==> src/hw/rtl/escexp_pkg.sv <==
// ----------------------------------------------------------------------------
// escexp_pkg
// Shared types, character codes and helpers for the escape sequence expander.
// ----------------------------------------------------------------------------
package escexp_pkg;

  localparam int CHAR_W   = 16;
  localparam int BYTE_W   = 8;
  localparam int ACC_W    = 10;
  localparam int MAX_OUT  = 5;
  localparam int OUT_CNT_W = $clog2(MAX_OUT + 1);

  // phase codes
  localparam logic [2:0] PH_IDLE  = 3'd0;
  localparam logic [2:0] PH_SLASH = 3'd1;
  localparam logic [2:0] PH_HEX   = 3'd2;
  localparam logic [2:0] PH_DEC   = 3'd3;
  localparam logic [2:0] PH_OCT   = 3'd4;

  localparam logic [ACC_W-1:0]  VALUE_LIMIT = ACC_W'(255);
  localparam logic [CHAR_W-1:0] BYTE_MAX    = CHAR_W'(16'h00FF);
  localparam logic [CHAR_W-1:0] CH_BSLASH   = 16'h005C;

  // escape letters
  localparam logic [BYTE_W-1:0] L_N     = 8'h6E;
  localparam logic [BYTE_W-1:0] L_R     = 8'h72;
  localparam logic [BYTE_W-1:0] L_T     = 8'h74;
  localparam logic [BYTE_W-1:0] L_ZERO  = 8'h30;
  localparam logic [BYTE_W-1:0] L_B     = 8'h62;
  localparam logic [BYTE_W-1:0] L_F     = 8'h66;
  localparam logic [BYTE_W-1:0] L_V     = 8'h76;
  localparam logic [BYTE_W-1:0] L_BSL   = 8'h5C;
  localparam logic [BYTE_W-1:0] L_DQ    = 8'h22;
  localparam logic [BYTE_W-1:0] L_SQ    = 8'h27;
  localparam logic [BYTE_W-1:0] L_HEX_L = 8'h78;
  localparam logic [BYTE_W-1:0] L_HEX_U = 8'h58;
  localparam logic [BYTE_W-1:0] L_DEC_L = 8'h64;
  localparam logic [BYTE_W-1:0] L_DEC_U = 8'h44;
  localparam logic [BYTE_W-1:0] L_OCT_L = 8'h6F;
  localparam logic [BYTE_W-1:0] L_OCT_U = 8'h4F;

  // expanded control characters
  localparam logic [BYTE_W-1:0] C_LF  = 8'h0A;
  localparam logic [BYTE_W-1:0] C_CR  = 8'h0D;
  localparam logic [BYTE_W-1:0] C_TAB = 8'h09;
  localparam logic [BYTE_W-1:0] C_NUL = 8'h00;
  localparam logic [BYTE_W-1:0] C_BS  = 8'h08;
  localparam logic [BYTE_W-1:0] C_FF  = 8'h0C;
  localparam logic [BYTE_W-1:0] C_VT  = 8'h0B;

  typedef struct packed {
    logic [2:0]       phase;
    logic [BYTE_W-1:0] letter;
    logic [1:0]       dcnt;
    logic [ACC_W-1:0] acc;
  } esc_state_t;

  typedef struct packed {
    logic [MAX_OUT-1:0][CHAR_W-1:0] ch;
    logic [OUT_CNT_W-1:0]           n;
  } burst_t;

  typedef struct packed {
    logic              wr_en;
    logic              wr_idx;
    logic [BYTE_W-1:0] wr_data;
  } store_wr_t;

  localparam esc_state_t IDLE_ST = '{phase: PH_IDLE, letter: '0, dcnt: '0, acc: '0};

  function automatic burst_t push(burst_t b, logic [CHAR_W-1:0] c);
    burst_t r;
    r = b;
    if (b.n < OUT_CNT_W'(MAX_OUT)) begin
      r.ch[b.n] = c;
      r.n       = b.n + OUT_CNT_W'(1);
    end
    return r;
  endfunction

  function automatic logic [CHAR_W-1:0] widen(logic [BYTE_W-1:0] v);
    return {{(CHAR_W-BYTE_W){1'b0}}, v};
  endfunction

endpackage

==> src/hw/rtl/escexp_step.sv <==
// ----------------------------------------------------------------------------
// escexp_step
// Next-state and result-burst logic for one input character.
// ----------------------------------------------------------------------------
module escexp_step import escexp_pkg::*; (
  input  esc_state_t        st,
  input  logic [BYTE_W-1:0] store0,
  input  logic [BYTE_W-1:0] store1,
  input  logic [CHAR_W-1:0] c,
  input  logic              last,
  output esc_state_t        nst,
  output store_wr_t         swr,
  output burst_t            burst,
  output logic              end_flag
);

  logic             d_ok;
  logic [3:0]       d_val;
  logic [ACC_W-1:0] acc_new;
  logic [2:0]       cnt_inc;
  logic [2:0]       maxd;
  logic             is_dec;
  logic             is_hexl;
  logic             is_hexu;
  burst_t           b;

  always_comb begin
    is_dec  = (c >= 16'h0030) && (c <= 16'h0039);
    is_hexl = (c >= 16'h0061) && (c <= 16'h0066);
    is_hexu = (c >= 16'h0041) && (c <= 16'h0046);
    d_ok    = 1'b0;
    d_val   = c[3:0];
    case (st.phase)
      PH_OCT: d_ok = (c >= 16'h0030) && (c <= 16'h0037);
      PH_DEC: d_ok = is_dec;
      PH_HEX: begin
        d_ok = is_dec || is_hexl || is_hexu;
        if (!is_dec) d_val = c[3:0] + 4'd9;
      end
      default: d_ok = 1'b0;
    endcase
    case (st.phase)
      PH_HEX:  acc_new = (st.acc << 4) + ACC_W'(d_val);
      PH_DEC:  acc_new = (st.acc << 3) + (st.acc << 1) + ACC_W'(d_val);
      default: acc_new = (st.acc << 3) + ACC_W'(d_val);
    endcase
    maxd    = (st.phase == PH_HEX) ? 3'd2 : 3'd3;
    cnt_inc = {1'b0, st.dcnt} + 3'd1;
  end

  always_comb begin
    nst = st;
    b   = '0;
    swr = '{wr_en: 1'b0, wr_idx: st.dcnt[0], wr_data: c[BYTE_W-1:0]};
    case (st.phase)
      PH_IDLE: begin
        if (c == CH_BSLASH) nst.phase = PH_SLASH;
        else b = push(b, c);
      end
      PH_SLASH: begin
        nst = IDLE_ST;
        if (c > BYTE_MAX) begin
          b = push(b, CH_BSLASH);
          b = push(b, c);
        end else begin
          case (c[BYTE_W-1:0])
            L_N:    b = push(b, widen(C_LF));
            L_R:    b = push(b, widen(C_CR));
            L_T:    b = push(b, widen(C_TAB));
            L_ZERO: b = push(b, widen(C_NUL));
            L_B:    b = push(b, widen(C_BS));
            L_F:    b = push(b, widen(C_FF));
            L_V:    b = push(b, widen(C_VT));
            L_BSL:  b = push(b, CH_BSLASH);
            L_DQ:   b = push(b, widen(L_DQ));
            L_SQ:   b = push(b, widen(L_SQ));
            L_HEX_L, L_HEX_U: begin
              nst.phase  = PH_HEX;
              nst.letter = c[BYTE_W-1:0];
            end
            L_DEC_L, L_DEC_U: begin
              nst.phase  = PH_DEC;
              nst.letter = c[BYTE_W-1:0];
            end
            L_OCT_L, L_OCT_U: begin
              nst.phase  = PH_OCT;
              nst.letter = c[BYTE_W-1:0];
            end
            default: begin
              b = push(b, CH_BSLASH);
              b = push(b, c);
            end
          endcase
        end
      end
      PH_HEX, PH_DEC, PH_OCT: begin
        if (!d_ok) begin
          if (st.dcnt == 2'd0) begin
            b = push(b, CH_BSLASH);
            b = push(b, widen(st.letter));
          end else begin
            b = push(b, widen(st.acc[BYTE_W-1:0]));
          end
          nst = IDLE_ST;
          if (c == CH_BSLASH) nst.phase = PH_SLASH;
          else b = push(b, c);
        end else begin
          swr.wr_en = (st.dcnt < 2'd2);
          nst.acc   = acc_new;
          nst.dcnt  = cnt_inc[1:0];
          if (cnt_inc == maxd) begin
            if ((st.phase != PH_HEX) && (acc_new > VALUE_LIMIT)) begin
              b = push(b, CH_BSLASH);
              b = push(b, widen(st.letter));
              b = push(b, widen(store0));
              b = push(b, widen(store1));
              b = push(b, widen(c[BYTE_W-1:0]));
            end else begin
              b = push(b, widen(acc_new[BYTE_W-1:0]));
            end
            nst = IDLE_ST;
          end
        end
      end
      default: begin
        nst = IDLE_ST;
        if (c == CH_BSLASH) nst.phase = PH_SLASH;
        else b = push(b, c);
      end
    endcase
    if (last) begin
      if (nst.phase == PH_SLASH) begin
        b = push(b, CH_BSLASH);
      end else if (nst.phase != PH_IDLE) begin
        if (nst.dcnt == 2'd0) begin
          b = push(b, CH_BSLASH);
          b = push(b, widen(nst.letter));
        end else begin
          b = push(b, widen(nst.acc[BYTE_W-1:0]));
        end
      end
      nst = IDLE_ST;
    end
    burst    = b;
    end_flag = last && (b.n != '0);
  end

endmodule

==> src/hw/rtl/escape_sequence_expander_core.sv <==
// ----------------------------------------------------------------------------
// escape_sequence_expander_core
// Backslash escape expander on a stream of 16-bit characters.
// ----------------------------------------------------------------------------
// One character is taken per cycle while in_tready is high. A character that
// expands to k output characters (k up to 5, e.g. a rejected three-digit
// decimal escape) is loaded as a burst into the five-entry output register;
// the burst drains one transfer per cycle while out_tready is high, and
// in_tready stays low until the burst's last transfer is taken, so a new
// character is accepted in the same cycle as that last transfer. The first
// output is registered and appears in the cycle after the input transfer.
module escape_sequence_expander_core import escexp_pkg::*; (
  input  logic        clk,
  input  logic        rst_n,
  input  logic        in_tvalid,
  output logic        in_tready,
  input  logic [15:0] in_tdata,   // [15:0] char_in
  input  logic        in_tlast,   // string_end
  output logic        out_tvalid,
  input  logic        out_tready,
  output logic [15:0] out_tdata,  // [15:0] char_out
  output logic        out_tlast   // out_end
);

  esc_state_t                     st_r, st_nxt;
  logic [BYTE_W-1:0]              store_r [0:1];
  store_wr_t                      swr;
  burst_t                         burst;
  logic                           end_flag;
  logic [MAX_OUT-1:0][CHAR_W-1:0] buf_r;
  logic [OUT_CNT_W-1:0]           cnt_r, cnt_nxt;
  logic [OUT_CNT_W-1:0]           idx_r, idx_nxt;
  logic                           last_r;
  logic                           in_fire;
  logic                           out_fire;

  escexp_step u_step (
    .st       (st_r),
    .store0   (store_r[0]),
    .store1   (store_r[1]),
    .c        (in_tdata),
    .last     (in_tlast),
    .nst      (st_nxt),
    .swr      (swr),
    .burst    (burst),
    .end_flag (end_flag)
  );

  assign in_tready  = (cnt_r == '0) || ((cnt_r == OUT_CNT_W'(1)) && out_tready);
  assign in_fire    = in_tvalid && in_tready;
  assign out_tvalid = (cnt_r != '0);
  assign out_fire   = out_tvalid && out_tready;
  assign out_tdata  = buf_r[idx_r];
  assign out_tlast  = last_r && (cnt_r == OUT_CNT_W'(1));

  always_comb begin
    cnt_nxt = cnt_r;
    idx_nxt = idx_r;
    if (in_fire) begin
      cnt_nxt = burst.n;
      idx_nxt = '0;
    end else if (out_fire) begin
      cnt_nxt = cnt_r - OUT_CNT_W'(1);
      idx_nxt = idx_r + OUT_CNT_W'(1);
    end
  end

  always_ff @(posedge clk) begin
    if (!rst_n) begin
      st_r   <= IDLE_ST;
      cnt_r  <= '0;
      idx_r  <= '0;
      last_r <= 1'b0;
    end else begin
      cnt_r <= cnt_nxt;
      idx_r <= idx_nxt;
      if (in_fire) begin
        st_r   <= st_nxt;
        last_r <= end_flag;
      end
    end
  end

  always_ff @(posedge clk) begin
    if (in_fire) begin
      buf_r <= burst.ch;
      if (swr.wr_en) store_r[swr.wr_idx] <= swr.wr_data;
    end
  end

`ifndef SYNTH
  a_burst_bounds: assert property (@(posedge clk) disable iff (!rst_n)
    ({1'b0, idx_r} + {1'b0, cnt_r}) <= (OUT_CNT_W + 1)'(MAX_OUT))
    else $error("output burst index runs past the burst");

  a_hold_input: assert property (@(posedge clk) disable iff (!rst_n)
    (cnt_r > OUT_CNT_W'(1)) |-> !in_tready)
    else $error("input taken while a burst is still draining");

  a_burst_continues: assert property (@(posedge clk) disable iff (!rst_n)
    (out_fire && (cnt_r > OUT_CNT_W'(1))) |=> (out_tvalid && (idx_r == $past(idx_r) + 1'b1)))
    else $error("burst transfer dropped or reordered");

  a_tlast_only_final: assert property (@(posedge clk) disable iff (!rst_n)
    out_tlast |-> (out_tvalid && (cnt_r == OUT_CNT_W'(1))))
    else $error("tlast on a transfer that is not the last of its burst");
`endif

endmodule
==> config.mk <==
export PLATFORM = sky130hd
export DESIGN_NAME = escape_sequence_expander_core
export DESIGN_NICKNAME = d
export VERILOG_FILES = /design/src/hw/rtl/escexp_pkg.sv /design/src/hw/rtl/escexp_step.sv /design/src/hw/rtl/escape_sequence_expander_core.sv
export SDC_FILE = /design/constraint.sdc
export NUM_CORES = 1
export LEC_CHECK = 0
export BUFFER_PORTS_ARGS = -buffer_cell sky130_fd_sc_hd__buf_2
export CAP_MARGIN = 20
export CORE_MARGIN = 3
export CORE_UTILIZATION = 50
export DETAILED_ROUTE_END_ITERATION = 10
export PLACE_DENSITY = 0.7
export SLEW_MARGIN = 30
export SYNTH_ARGS = -nofsm -noshare
export SYNTH_HDL_FRONTEND = slang
export SYNTH_SLANG_ARGS = --single-unit
==> constraint.sdc <==
create_clock -name clk -period 4.5 [get_ports clk]
set_input_delay 0 -clock clk [delete_from_list [all_inputs] [get_ports clk]]
set_output_delay 0 -clock clk [all_outputs]
set_load 0.05 [all_outputs]
**Word level (Yosys, flattened, before mapping)**

Memory sizes are Yosys's and may differ from the RTL's.
Index checks and enable logic that the tools add are counted.

- Bits in registers: 109
- RAM bits: 16
- Bits of input ports: 21
- Output and inout port bits: 19
- Logic and storage cells: 249
- Memories: 1

- Add/sub/neg operators: 18
- Order comparisons: 41
- Equality and inequality tests: 26
- Mux-type cells: 107
- Bitwise gates (word level): 4
- Reduce and logical (&&, ||, !) cells: 39

Memories:

| name | depth | bits a word | rd ports | clocked after Yosys merged registers in | write ports | line | source |
|---|---|---|---|---|---|---|---|
| store_r | 2 | 8 | 2 | 0 | 1 | escape_sequence_expander_core.sv:26 | `logic [BYTE_W-1:0] store_r [0:1];` |

Operators with widths:

| cell | count |
|---|---|
| $mux W83 | 39 |
| $pmux W83 S11 | 1 |
| $bwmux W80 | 10 |
| $demux W16 S3 | 10 |
| $mux W19 | 13 |
| $mux W16 | 11 |
| $pmux W83 S2 | 1 |
| $eq A8 B7 Y1 const B | 13 |
| $mux W23 | 3 |
| $and A60 B60 Y60 | 1 |
| $not A60 Y60 | 1 |
| $pmux W20 S3 | 1 |
| $bmux W16 S3 | 1 |
| $lt A3 B4 Y1 const B | 11 |
| $add A3 B1 Y3 const B | 11 |
| $pmux W11 S3 | 1 |
| $ge A16 B7 Y1 const B | 2 |
| $le A16 B6 Y1 const B | 2 |
| $le A16 B7 Y1 const B | 2 |
| $add A10 B4 Y10 | 3 |
| $ge A3 B1 Y1 const B | 10 |
| $lt A3 B3 Y1 const B | 10 |
| $eq A8 B6 Y1 const B | 3 |
| $logic_and A1 B1 Y1 | 20 |
| other kinds (34) | 55 |

**Depth between registers and ports, before layout**

Gate-level depths: netlist of the first run.

- Depth in word-level cells: 75
- Gate-level depth with buffers: 24
- Gate-level depth less buffers: 24

**Hierarchy**

A second synthesis of the first run with hierarchy kept.

- Cell total of the unflattened synthesis: 883
- Area total of the unflattened synthesis: 8490.6 um^2

By module, submodules not included:

| module | times used | cells each | area each (um^2) | sequential area each (um^2) |
|---|---|---|---|---|
| escape_sequence_expander_core | 1 | 328 | 4883.4 | 3483.3 |
| escexp_step | 1 | 555 | 3607.2 | 0.0 |

**Worst setup path before layout of the first run**

OpenSTA, ideal clock, no wires.

- Path kind: flip-flop to flip-flop
- From: register st_r[22] (netlist name)
- To: register cnt_r[2]
- Library setup time: 0.058 ns
- Arrival time: 4.705 ns
- Data required time: 4.442 ns
- Setup slack: -0.263 ns
- Cell stages (with the launch flop): 21
- Buffers on the path: 0
- Clock period less this slack: 4.763 ns
- Cells stage by stage: dfxtp_1 or3b_1 nor2_1 o21ai_0 o21ai_0 fa_1 ha_1 a211oi_1 o211ai_1 and4b_1 a2111oi_2 o211ai_2 inv_2 nor2_8 inv_4 ha_1 or3b_2 a21oi_1 a21oi_1 o21ai_0 o211a_1

- Longest elaborated chain between the ends: 23
- Elaborated cells on any way between the ends: 45
- Classes of those cells: add/sub: 5; order compare: 3; eq/ne: 7; mux: 25; reduce/logical: 5

RTL lines:

| what | line | source |
|---|---|---|
| start: declaration | escape_sequence_expander_core.sv:25 | `esc_state_t st_r, st_nxt;` |
| start signal: assignment | escape_sequence_expander_core.sv:78 | `st_r <= st_nxt;` |
| $eq A3 B2 Y1 | -- |  |
| $mux W4 | escexp_step.sv:33 | `case (st.phase)` |
| $add A10 B4 Y10 (on tied branches) | escexp_step.sv:45, escexp_step.sv:43, escexp_step.sv:44 |  |
| $pmux W10 S2 | escexp_step.sv:42 | `case (st.phase)` |
| $gt A10 B8 Y1 | escexp_step.sv:112 | `if ((st.phase != PH_HEX) && (acc_new > VALUE_LIMIT)) begin` |
| $logic_and A1 B1 Y1 | escexp_step.sv:112 |  |
| $mux W83 | escexp_step.sv:112 |  |
| $mux W83 | escexp_step.sv:111 | `if (cnt_inc == maxd) begin` |
| (+7 left out) | -- |  |
| $mux W83 | escexp_step.sv:131 | `if (last) begin` |
| $add A3 B1 Y3 or $lt A3 B3 Y1 (tied branches) | escexp_pkg.sv:76, escexp_pkg.sv:74 |  |
| $mux W83 | escexp_pkg.sv:74 | `if (b.n < OUT_CNT_W'(MAX_OUT)) begin` |
| $mux W83 | escexp_step.sv:135 | `if (nst.dcnt == 2'd0) begin` |
| $mux W83 | escexp_step.sv:134 | `end else if (nst.phase != PH_IDLE) begin` |
| $mux W83 | escexp_step.sv:132 | `if (nst.phase == PH_SLASH) begin` |
| $mux W83 (*) | escexp_step.sv:131 |  |
| $mux W3 (*) | escape_sequence_expander_core.sv:59 | `if (in_fire) begin` |
| end signal: assignment | escape_sequence_expander_core.sv:75 | `cnt_r <= cnt_nxt;` |
| end: declaration | escape_sequence_expander_core.sv:31 | `logic [OUT_CNT_W-1:0] cnt_r, cnt_nxt;` |

Every way passes the cells marked *; elsewhere a longest branch is shown, timed or not. The select of a mux whose other input is x is not followed.
A chain may end at the register's enable or synchronous reset.

==> qor.csv, run 1 <==
stage,metric,value,unit
sta,Max Fclk,224,MHz
die,die area,16600,um2
sta,clk_skew,12.6,ps
yosys,Synth Register Bits,109,
sta,period utilization,99.4,%
yosys,Mapped Nets,862,
sta,Slew Limit Fails,0,
clocking,Worst-path clk slew,80,ps
power_and_ir_drop,peak supply drop,0.246,mV
yosys,Area contributors post-synth,"edfxtp_1 (32%), dfxtp_1 (7.7%), ha_1 (5.0%), mux2i_1 (4.0%), a21oi_1 (3.8%)",
power_and_ir_drop,P per Cell Area,378,nW/um2
place,area post-placement,8360,um2
detailed_routing,Remaining DRCs,0,
yosys,"EDFF count, synth",80,
setup_path,crit path cell chain,"or3b_4, buf_6, nor2_4, nand2_2, xnor2_2, ha_1, ha_2, fa_2, a211oi_2, o21bai_1, mux2i_1, o22ai_2, o211ai_2, inv_2, nor2_8, inv_4, buf_12, o41ai_2, a31oi_1, a311oi_2",
sta,final setup fails,0,
finish,"commonest non-fill, non-tap cell in the layout",edfxtp_1,
power_and_ir_drop,NetSw,1.35,mW
yosys,ys async rst share,0,%
detailed_routing,DR WL/cell,23.2,um
clocking,CTS tree,done,
detailed_routing,drt pass-1 iters,5,
run_status,status,finished clean,
global_route,vias in the first global route,7049,
die,number of cell rows,44,
finish,most frequent cells in the layout,"edfxtp_1 (80), buf_4 (79), nand2_1 (74)",
power_and_ir_drop,part of the power in combinational logic,33.3,%
power_and_ir_drop,LEAKAGE,3.42,nW
setup_path,crit path kind,reg -> reg,
die,initial core utilization,51.4,%
finish,antenna cell count,0,
global_route,largest net degree at the start of global routing,68,
setup_path,Critical Path RT,4670,ps
yosys,leading area contributor after synthesis,edfxtp_1,
place,Port Buf Inserts,39,
sta,Slew headroom,35.7,%
finish,design area,8920,um2
setup_path,Critical-path top delay cell,or3b_4,
finish,Fillers,1260,
detailed_routing,Vias/cell,6.55,
detailed_routing,DR vias,7137,
finish,Final nets,954,
setup_path,Buf/Inv on CP,4,
global_route,Total GRT Usage,30.8,%
global_route,Congestion Overflow GR,0,
sta,Slew @ Worst Pin,961,ps
yosys,Cells after Synth,809,
setup_path,CP endpoint kind,flip-flop,
clocking,worst skew pair latency,370,ps
setup_path,Crit Path Max Fanout,5,
place,Final HPWL DP,18.9,mm
yosys,Synth cell types,98,
clocking,total CTS buffers,9,
setup_path,CP arrival,4640,ps
detailed_routing,final WL,25.3,mm
run,Max-Cap Viols,0,
finish,area grow syn2layout,18.5,%
finish,share of layout cells above drive strength 1,23.3,%
clocking,maximum level of the CTS H-tree,3,
power_and_ir_drop,switching share of power,40.1,%
die,Die Span X,129,um
yosys,sequential share of the synthesized area,39.6,%
yosys,synth warn,0,
clocking,root buffer cell,clkbuf_16,
global_route,wire length of the first global-routing pass,39.5,mm
sta,Tmin final,4470,ps
power_and_ir_drop,cell internal pwr,2.02,mW
clocking,clock buffer depth,2,
setup_path,worst stage delay on the critical path,440,ps
setup_path,Worst setup SP type,flip-flop,
die,Core Footprint,14600,um2
setup_path,Top Family by Delay on Critical Path,compound AO/OA/AOI/OAI gates,
yosys,area share of the leading cell type in the synthesized netlist,31.9,%
global_route,initial antenna violation count,0,
detailed_routing,DRT iter0 DRCs,829,
worst_hold_path,hold crit path type,in -> reg,
yosys,Avg Inst Size Synth,9.31,um2
finish,register area,2990,um2
sta,worst hold slack,32.2,ps
yosys,Syn Std Cell Area,7530,um2
place,routability cong.,1.02,
die,Die Height,129,um
finish,multi-input combinational cell area,4460,um2
sta,RSZ-0062 raised after global routing,yes,
yosys,most common flop cell mapped by yosys,edfxtp_1,
clocking,CTS sink count,109,
sta,"Hold Vio Cnt, Final",0,
detailed_routing,ANT nets after route,0,
power_and_ir_drop,Clock Power Share,24.9,%
die,IO Count,40,
power_and_ir_drop,Flop pwr share,41.8,%
-- through the flow --
step | utilization [%] | std cells | power [mW] | setup WS [ps] | setup TNS [ps]
global route | 60.9 | 1090 | 3.51 | -178 | -564
floorplan | - | 809 | 2.24 | 4.81 | 0
global placement | 57.1 | 1063 | 2.52 | -465 | -6450
finish | 60.9 | 1090 | 3.37 | 27.6 | 0
detailed placement | 57.1 | 1063 | 2.55 | -486 | -6720
CTS | 60.0 | 1087 | 3.37 | 0.736 | 0
-- cell families after synthesis --
family	Yosys count	share of synthesized area [%]
compound gates	262	23.8
xor+xnor	16	1.86
fa+ha+maj	32	5.52
buf+inv	64	3.64
flops	109	39.6
mux	34	4.59
other cells	1	0.0498
simple gates	291	20.9
-- power groups by stage --
stage | sequential [mW] | combinational [mW] | clock, mW
6_report | 1.41 | 1.12 | 0.837
5_1_grt | 1.43 | 1.20 | 0.876
4_1_cts | 1.41 | 1.12 | 0.840
3_5_place_dp | 1.43 | 1.12 | 0
3_3_place_gp | 1.42 | 1.10 | 0
2_1_floorplan | 1.40 | 0.845 | 0
-- timing repair --
item | CTS | global route
cloned | 0 | 0
gates resized for setup | 13 | 26
endpoints found under the hold margin | 7 | 0
endpoints found under the setup margin | 9 | 27
setup buffers | 5 | 4
pin swaps | 8 | 19
hold buffers | 3 | 0
-- registers in the layout, indices dropped and copies added (netlist names) --
register / flops
store_r: 16
idx_r: 3
st_r: 22
last_r: 1
buf_r: 64
cnt_r: 3
-- synth_stat cells, drive strengths merged, types with 13 or more instances --
| cell type | n |
|---|---|
| a22o | 17 |
| nand3 | 23 |
| nor3 | 16 |
| nand2 | 77 |
| inv | 21 |
| ha | 30 |
| a21oi | 57 |
| clkbuf | 26 |
| o21ai | 62 |
| and2 | 30 |
| a31oi | 13 |
| buf | 16 |
| mux2i | 30 |
| edfxtp | 80 |
| nor2 | 72 |
| dfxtp | 29 |
| o22ai | 15 |
-- tightest hold or removal path, cell delays in order --
cell and delay, ps:
buf_2 90, buf_4 100, and2_1 100
-- path summary, 6_finish.rpt --
check	start	end	slack, ps	cells after the start
worst max-delay path	st_r[22]	buf_r[3]	30	20
worst min-delay path	in_tdata[13]	buf_r[45]	30	3
worst max register to register	st_r[22]	buf_r[3]	30	20
worst min register to register	st_r[18]	st_r[18]	500	2
-- routing by layer --
metal  vias up  share of wire (%)  global-route usage, %
met5         -                  0                      0
met3        93                9.0                   5.52
met2       412                 45                   49.0
met4         0                4.3                   12.9
li1       3253                  -                      -
met1      3379                 42                   41.6
-- layout make-up --
cell class                 instances  area share, %
sequential                       109           33.5
tap                              184           2.58
clock inverter                     7          0.953
timing repair buffer             123           9.52
multi-input combinational        636           50.0
clock buffer                       9           2.52
inverter                          22          0.981
Note: power is estimated with default switching activity, not from simulation.
==> run 2, diff against run 1 <==
--- a/config.mk
+++ b/config.mk
@@ -5,6 +5,7 @@
 export SDC_FILE = /design/constraint.sdc
 export NUM_CORES = 1
 export LEC_CHECK = 0
+export ABC_AREA = 1
 export BUFFER_PORTS_ARGS = -buffer_cell sky130_fd_sc_hd__buf_2
 export CAP_MARGIN = 20
 export CORE_MARGIN = 3
==> run 2 against run 1 <==
Compared with the run above:
- the flow now finishes with violations (negative hold slack)
- synthesized cell count is 36% higher
- global-route usage decreased by 1.8 points
- routed wire length is 3.4% higher
- final cell count up 26%
- critical path depth up 14
- via count is 13% higher
==> qor.csv, run 2 <==
stage,metric,value,unit
run_status,status,finished with violations,
run_status,failing checks,negative hold slack,
sta,clk_skew,11.9,ps
sta,Slew @ Worst Pin,905,ps
setup_path,Reg2Reg Setup Slack,340,ps
run,Max-Cap Viols,0,
setup_path,Top Family by Delay on Critical Path,simple AND/OR/NAND/NOR gates,
detailed_routing,drt pass-1 iters,6,
yosys,Synth Register Bits,109,
finish,Biggest register,buf_r,
yosys,Syn Std Cell Area,8180,um2
yosys,Mapped Nets,1151,
clocking,root buffer cell,clkbuf_16,
setup_path,Critical Path RT,4750,ps
finish,share of layout cells above drive strength 1,14.3,%
yosys,"top cells by count, synth","nand2_1 (226), inv_1 (118), nor2_1 (111), a21oi_1 (82), edfxtp_1 (80)",
detailed_routing,DR vias,8080,
power_and_ir_drop,LEAKAGE,3.81,nW
power_and_ir_drop,Flop pwr share,43.9,%
clocking,clock buffer depth,2,
sta,worst setup margin,306,ps
yosys,ys async rst share,0,%
finish,non-filler instance count after layout,1368,
finish,most frequent cells in the layout,"nand2_1 (224), inv_1 (118), nor2_1 (110)",
yosys,area share of the leading cell type in the synthesized netlist,29.4,%
yosys,sequential share of the synthesized area,36.5,%
setup_path,CP endpoint kind,flip-flop,
yosys,"count leader, synth",nand2_1,
die,initial core utilization,51.3,%
sta,Max Fclk,238,MHz
yosys,largest family of logic cells by synthesized area,simple AND/OR/NAND/NOR gates,
detailed_routing,DRT iter0 DRCs,1068,
yosys,mux contribution to synthesized area,0,%
worst_hold_path,HP Start,in_tdata[12],
clocking,Worst-path clk slew,70,ps
clocking,worst skew pair latency,360,ps
yosys,Synth cell types,62,
power_and_ir_drop,P per Cell Area,343,nW/um2
global_route,vias in the first global route,7428,
finish,area grow syn2layout,11.4,%
place,pre-CTS setup slack,78.7,ps
die,die area,17900,um2
detailed_routing,ANT nets after route,0,
setup_path,reg2reg end,last_r,
finish,"commonest non-fill, non-tap cell in the layout",nand2_1,
global_route,initial antenna violation count,0,
yosys,Post-Synth Adder-Cell Area,5.08,%
power_and_ir_drop,peak supply drop,0.257,mV
clocking,CTS tree,done,
setup_path,crit path kind,in -> reg,
yosys,Cells after Synth,1098,
global_route,largest net degree at the start of global routing,70,
worst_hold_path,hold crit path type,in -> reg,
setup_path,CP arrival,4450,ps
setup_path,Worst setup SP type,input pin,
yosys,synth warn,0,
setup_path,worst stage delay on the critical path,530,ps
global_route,Congestion Overflow GR,0,
clocking,total CTS buffers,9,
power_and_ir_drop,cell internal pwr,1.93,mW
detailed_routing,final WL,26.2,mm
setup_path,Buf/Inv on CP,7,
clocking,CTS sink count,109,
global_route,Total GRT Usage,29.0,%
place,Port Buf Inserts,39,
place,routability cong.,1.01,
detailed_routing,DR WL/cell,19.1,um
die,Die Span X,134,um
sta,final setup fails,0,
sta,Tmin final,4190,ps
setup_path,CP dominant cell by count,nand2_1,
detailed_routing,Remaining DRCs,0,
sta,Setup Total Neg Slack,0,ps
finish,antenna cell count,0,
sta,worst hold slack,-0.248,ps
sta,Slew Limit Fails,0,
die,Core Footprint,15900,um2
setup_path,Critical-path top delay cell,dlygate4sd3_1,
global_route,wire length of the first global-routing pass,40.6,mm
yosys,leading area contributor after synthesis,edfxtp_1,
yosys,Avg Inst Size Synth,7.45,um2
sta,"Hold Vio Cnt, Final",1,
power_and_ir_drop,NetSw,1.20,mW
power_and_ir_drop,part of the power in combinational logic,30.9,%
place,Final HPWL DP,19.8,mm
power_and_ir_drop,switching share of power,38.4,%
yosys,Area contributors post-synth,"edfxtp_1 (29%), nand2_1 (10%), dfxtp_1 (7.1%), inv_1 (5.4%), nor2_1 (5.1%)",
clocking,maximum level of the CTS H-tree,3,
sta,period utilization,93.2,%
die,IO Count,40,
yosys,Synth Area in XOR/XNOR,1.18,%
place,cell count after placement,1340,
worst_hold_path,Hold EP,buf_r[44],
detailed_routing,Vias/cell,5.91,
die,Die Height,134,um
sta,Slew headroom,39.6,%
finish,Largest register FFs,64,
setup_path,Crit Path Max Fanout,7,
yosys,most common flop cell mapped by yosys,edfxtp_1,
finish,biggest regs,"buf_r: 64 flops, st_r: 22 flops, store_r: 16 flops",
yosys,complex-gate fraction of the synthesized area,21.0,%
yosys,"EDFF count, synth",80,
setup_path,reg2reg path depth,31,
finish,Final nets,1200,
worst_hold_path,Worst Hold Depth,3,
yosys,post-synthesis simple-gate area fraction,27.2,%
power_and_ir_drop,Clock Power Share,25.2,%
die,number of cell rows,46,
setup_path,Critical R2R Launch,st_r[21],
## run 2: through the flow
stage	instance area (um2)	util, %	power [mW]
3_3_place_gp	8650	54.3	2.34
3_5_place_dp	8650	54.3	2.35
5_1_grt	9120	57.2	3.26
6_report	9120	57.2	3.13
4_1_cts	9040	56.7	3.13
2_1_floorplan	8180	-	2.08
## run 2: cell type report
| class | instances | area [um2] |
|---|---|---|
| fill | 1486 | 6830 |
| multi-input combinational | 805 | 4510 |
| timing repair buffer | 78 | 519 |
| inverter | 144 | 547 |
| tap | 216 | 270 |
| clock inverter | 5 | 43.8 |
| sequential | 109 | 2990 |
| clock buffer | 11 | 243 |
## run 2: timing repair
| item | in CTS | in global routing |
|---|---|---|
| hold buffers | 10 | 0 |
| endpoints found under the hold margin | 20 | 0 |
| gates resized for setup | 0 | 14 |
| setup buffers | 0 | 2 |
| setup endpoints to repair | 0 | 31 |
## run 2: power by group through the flow
stage          registers (mW)  clock network [mW]  logic, mW
2_1_floorplan            1.36                   0      0.719
3_3_place_gp             1.39                   0      0.946
3_5_place_dp             1.40                   0      0.955
4_1_cts                  1.37               0.786      0.965
5_1_grt                  1.39               0.828       1.04
6_report                 1.37               0.788      0.966
## run 2: worst max-delay path by stage
stage	startpoint	endpoint	slack [ps]	depth (start not counted)
floorplan	in_tdata[0]	last_r	630	36
CTS	in_tdata[2]	buf_r[67]	40	27
detailed placement	in_tdata[0]	buf_r[67]	80	27
global route	in_tdata[2]	buf_r[6]	-40	28
finish	in_tdata[2]	last_r	310	34
global placement	in_tdata[0]	buf_r[67]	140	27
## run 2: layer usage
metal / share of wire, % / vias to the layer above / wire length [um] / track usage (%)
li1: - / 3878 / - / -
met1: 42 / 3758 / 11100 / 40.6
met2: 46 / 401 / 12100 / 47.1
met3: 9.1 / 43 / 2390 / 3.68
met4: 2.4 / 0 / 617 / 9.14
met5: 0 / - / 0 / 0
## run 2: cell families after synthesis
family	count (synthesis)
buf+inv	184
fa+ha+maj	32
flops	109
xor+xnor	11
other cells	1
compound gates	284
simple gates	477
## run 2: worst min-delay path, stage by stage
cell and delay (ps):
buf_2 90, inv_1 70, nor2_1 100
==> run 3, diff against run 2 <==
--- a/config.mk
+++ b/config.mk
@@ -6,12 +6,12 @@
 export NUM_CORES = 1
 export LEC_CHECK = 0
 export ABC_AREA = 1
-export BUFFER_PORTS_ARGS = -buffer_cell sky130_fd_sc_hd__buf_2
+export BUFFER_PORTS_ARGS = -buffer_cell sky130_fd_sc_hd__buf_4
 export CAP_MARGIN = 20
 export CORE_MARGIN = 3
 export CORE_UTILIZATION = 50
 export DETAILED_ROUTE_END_ITERATION = 10
-export PLACE_DENSITY = 0.7
+export PLACE_DENSITY = 0.78
 export SLEW_MARGIN = 30
 export SYNTH_ARGS = -nofsm -noshare
 export SYNTH_HDL_FRONTEND = slang
==> run 3 against run 2 <==
Compared with the run above:
- the run now ends clean
- via count is 3.4% higher
- clock power is 7.1% higher
- total power is 4.9% higher
- core utilization is 1.2 points higher
- fmax is 3.0% lower
- critical path depth is 6 lower
- design area is 2.1% higher
- setup slack worse by 130 ps
- sequential cell count stayed put
- sequential power hardly changed
- clock skew is 2.3 ps higher
- critical endpoint is now buf_r[20]
==> qor.csv, run 3 (synthesis gave the netlist of run 2 again) <==
stage,metric,value,unit
run_status,status,finished clean,
die,IO Count,40,
detailed_routing,DR WL/cell,20.0,um
finish,design area,9310,um2
setup_path,Top Family by Delay on Critical Path,compound AO/OA/AOI/OAI gates,
setup_path,crit path kind,in -> reg,
place,Port Buf Inserts,39,
finish,Biggest register,buf_r,
finish,most frequent cells in the layout,"nand2_1 (224), inv_1 (118), nor2_1 (109)",
detailed_routing,ANT nets after route,0,
detailed_routing,Vias/cell,6.08,
power_and_ir_drop,P per Cell Area,352,nW/um2
die,number of cell rows,46,
sta,Slew Limit Fails,0,
setup_path,CP Depth,28,
finish,share of layout cells above drive strength 1,14.5,%
place,pre-CTS setup slack,25.6,ps
die,Die Span X,134,um
detailed_routing,DR vias,8357,
detailed_routing,DRT iter0 DRCs,1257,
sta,"Hold Vio Cnt, Final",0,
global_route,wire length of the first global-routing pass,42.7,mm
die,die area,17900,um2
setup_path,CP arrival,4480,ps
clocking,CTS sink count,109,
die,initial core utilization,51.3,%
finish,area grow syn2layout,13.8,%
setup_path,Crit Path Max Fanout,9,
clocking,root buffer cell,clkbuf_16,
finish,Final nets,1207,
setup_path,reg2reg path depth,25,
setup_path,Buf/Inv on CP,5,
finish,antenna cell count,0,
setup_path,Reg2Reg Setup Slack,240,ps
setup_path,Critical-path top delay cell,dlygate4sd3_1,
clocking,maximum level of the CTS H-tree,3,
clocking,CTS tree,done,
global_route,largest net degree at the start of global routing,35,
setup_path,CP endpoint kind,flip-flop,
sta,Tmin final,4320,ps
setup_path,CP dominant cell by count,nand2_1,
die,Die Height,134,um
sta,RSZ-0062 raised after global routing,yes,
finish,Largest register FFs,64,
sta,Slew @ Worst Pin,954,ps
finish,biggest regs,"buf_r: 64 flops, st_r: 22 flops, store_r: 16 flops",
detailed_routing,final WL,27.5,mm
setup_path,CP Launch Point,in_tdata[15],
place,Final HPWL DP,20.1,mm
setup_path,Critical R2R Launch,st_r[21],
setup_path,CP Capture Point,buf_r[20],
setup_path,reg2reg end,buf_r[20],
power_and_ir_drop,LEAKAGE,3.89,nW
sta,Slew headroom,36.4,%
clocking,clock buffer depth,2,
place,cell count after placement,1336,
sta,period utilization,96.1,%
finish,"commonest non-fill, non-tap cell in the layout",nand2_1,
finish,non-filler instance count after layout,1375,
worst_hold_path,hold crit path type,in -> reg,
sta,Max Fclk,231,MHz
detailed_routing,drt pass-1 iters,6,
global_route,vias in the first global route,7848,
place,routability cong.,0.982,
setup_path,Worst setup SP type,input pin,
die,Core Footprint,15900,um2
place,area post-placement,8720,um2
clocking,Worst-path clk slew,70,ps
detailed_routing,Remaining DRCs,0,
global_route,Total GRT Usage,30.4,%
global_route,initial antenna violation count,0,
sta,worst setup margin,175,ps
sta,clk_skew,14.2,ps
setup_path,Critical Path RT,4650,ps
worst_hold_path,Worst Hold Depth,2,
power_and_ir_drop,peak supply drop,0.242,mV
clocking,total CTS buffers,9,
clocking,worst skew pair latency,370,ps
sta,final setup fails,0,
worst_hold_path,HP Start,in_tdata[5],
setup_path,worst stage delay on the critical path,560,ps
run,Max-Cap Viols,0,
global_route,Congestion Overflow GR,0,
-- run 3: repair_timing --
action                                  in CTS  in global routing
hold endpoints to repair                    36                  0
resized for setup                            0                 20
endpoints found under the setup margin       0                 39
hold buffers                                17                  0
setup buffers                                0                  6
-- run 3: per-stage QoR --
step	TNS [ps]	power, mW	util, %	hold WS, ps
after floorplan	0	2.08	-	98.9
final	0	3.28	58.4	37.7
after global placement	0	2.41	54.7	264
after CTS	0	3.27	57.7	12.4
after global routing	-54.0	3.41	58.4	20.3
after detailed placement	0	2.43	54.7	263
-- run 3: worst min path at each step --
stage / endpoint / slack [ps]
after global routing: store_r[0][5] / 20
after detailed placement: store_r[0][6] / 260
after CTS: store_r[0][5] / 10
after floorplan: store_r[0][0] / 100
final: store_r[0][5] / 40
after global placement: store_r[0][6] / 260
-- run 3: layout make-up --
cell class	count	area [um2]
inverter	144	552
multi-input combinational	805	4510
clock inverter	6	77.6
fill	1467	6630
tap	216	270
sequential	109	2980
clock buffer	10	229
timing repair buffer	85	692
-- run 3: per-layer routing --
| metal | vias up | global-route usage, % | wire, um |
|---|---|---|---|
| met5 | - | 0 | 0 |
| met4 | 0 | 13.9 | 1250 |
| met3 | 86 | 6.08 | 2820 |
| met2 | 536 | 46.4 | 12200 |
| met1 | 3835 | 41.8 | 11200 |
| li1 | 3900 | - | - |
-- run 3: worst register-to-register path: stages (launching register included) --
cell and delay [ps]:
dfxtp_1 390, inv_1 100, nor2_4 180, nand2_4 140, inv_4 140, nand2_1 100, o21ai_0 100, inv_1 110
fa_2 510, fa_2 440, nand2_1 100, nand3_1 70, nand2_1 60, nand3_1 70, nand2_1 60, inv_1 70
a21oi_2 190, nand2_1 80, nand2_1 150, buf_4 220, o211ai_1 130, o21ai_0 160, nand2_1 80, nand2_1 70
a21oi_1 40, a21oi_1 280
-- run 3: power breakdown --
group          total, mW  internal (mW)  leakage (nW)  switching, mW
Sequential          1.36           1.30          1.00         0.0593
Clock              0.844          0.446         0.153          0.398
Combinational       1.08          0.292          2.74          0.789
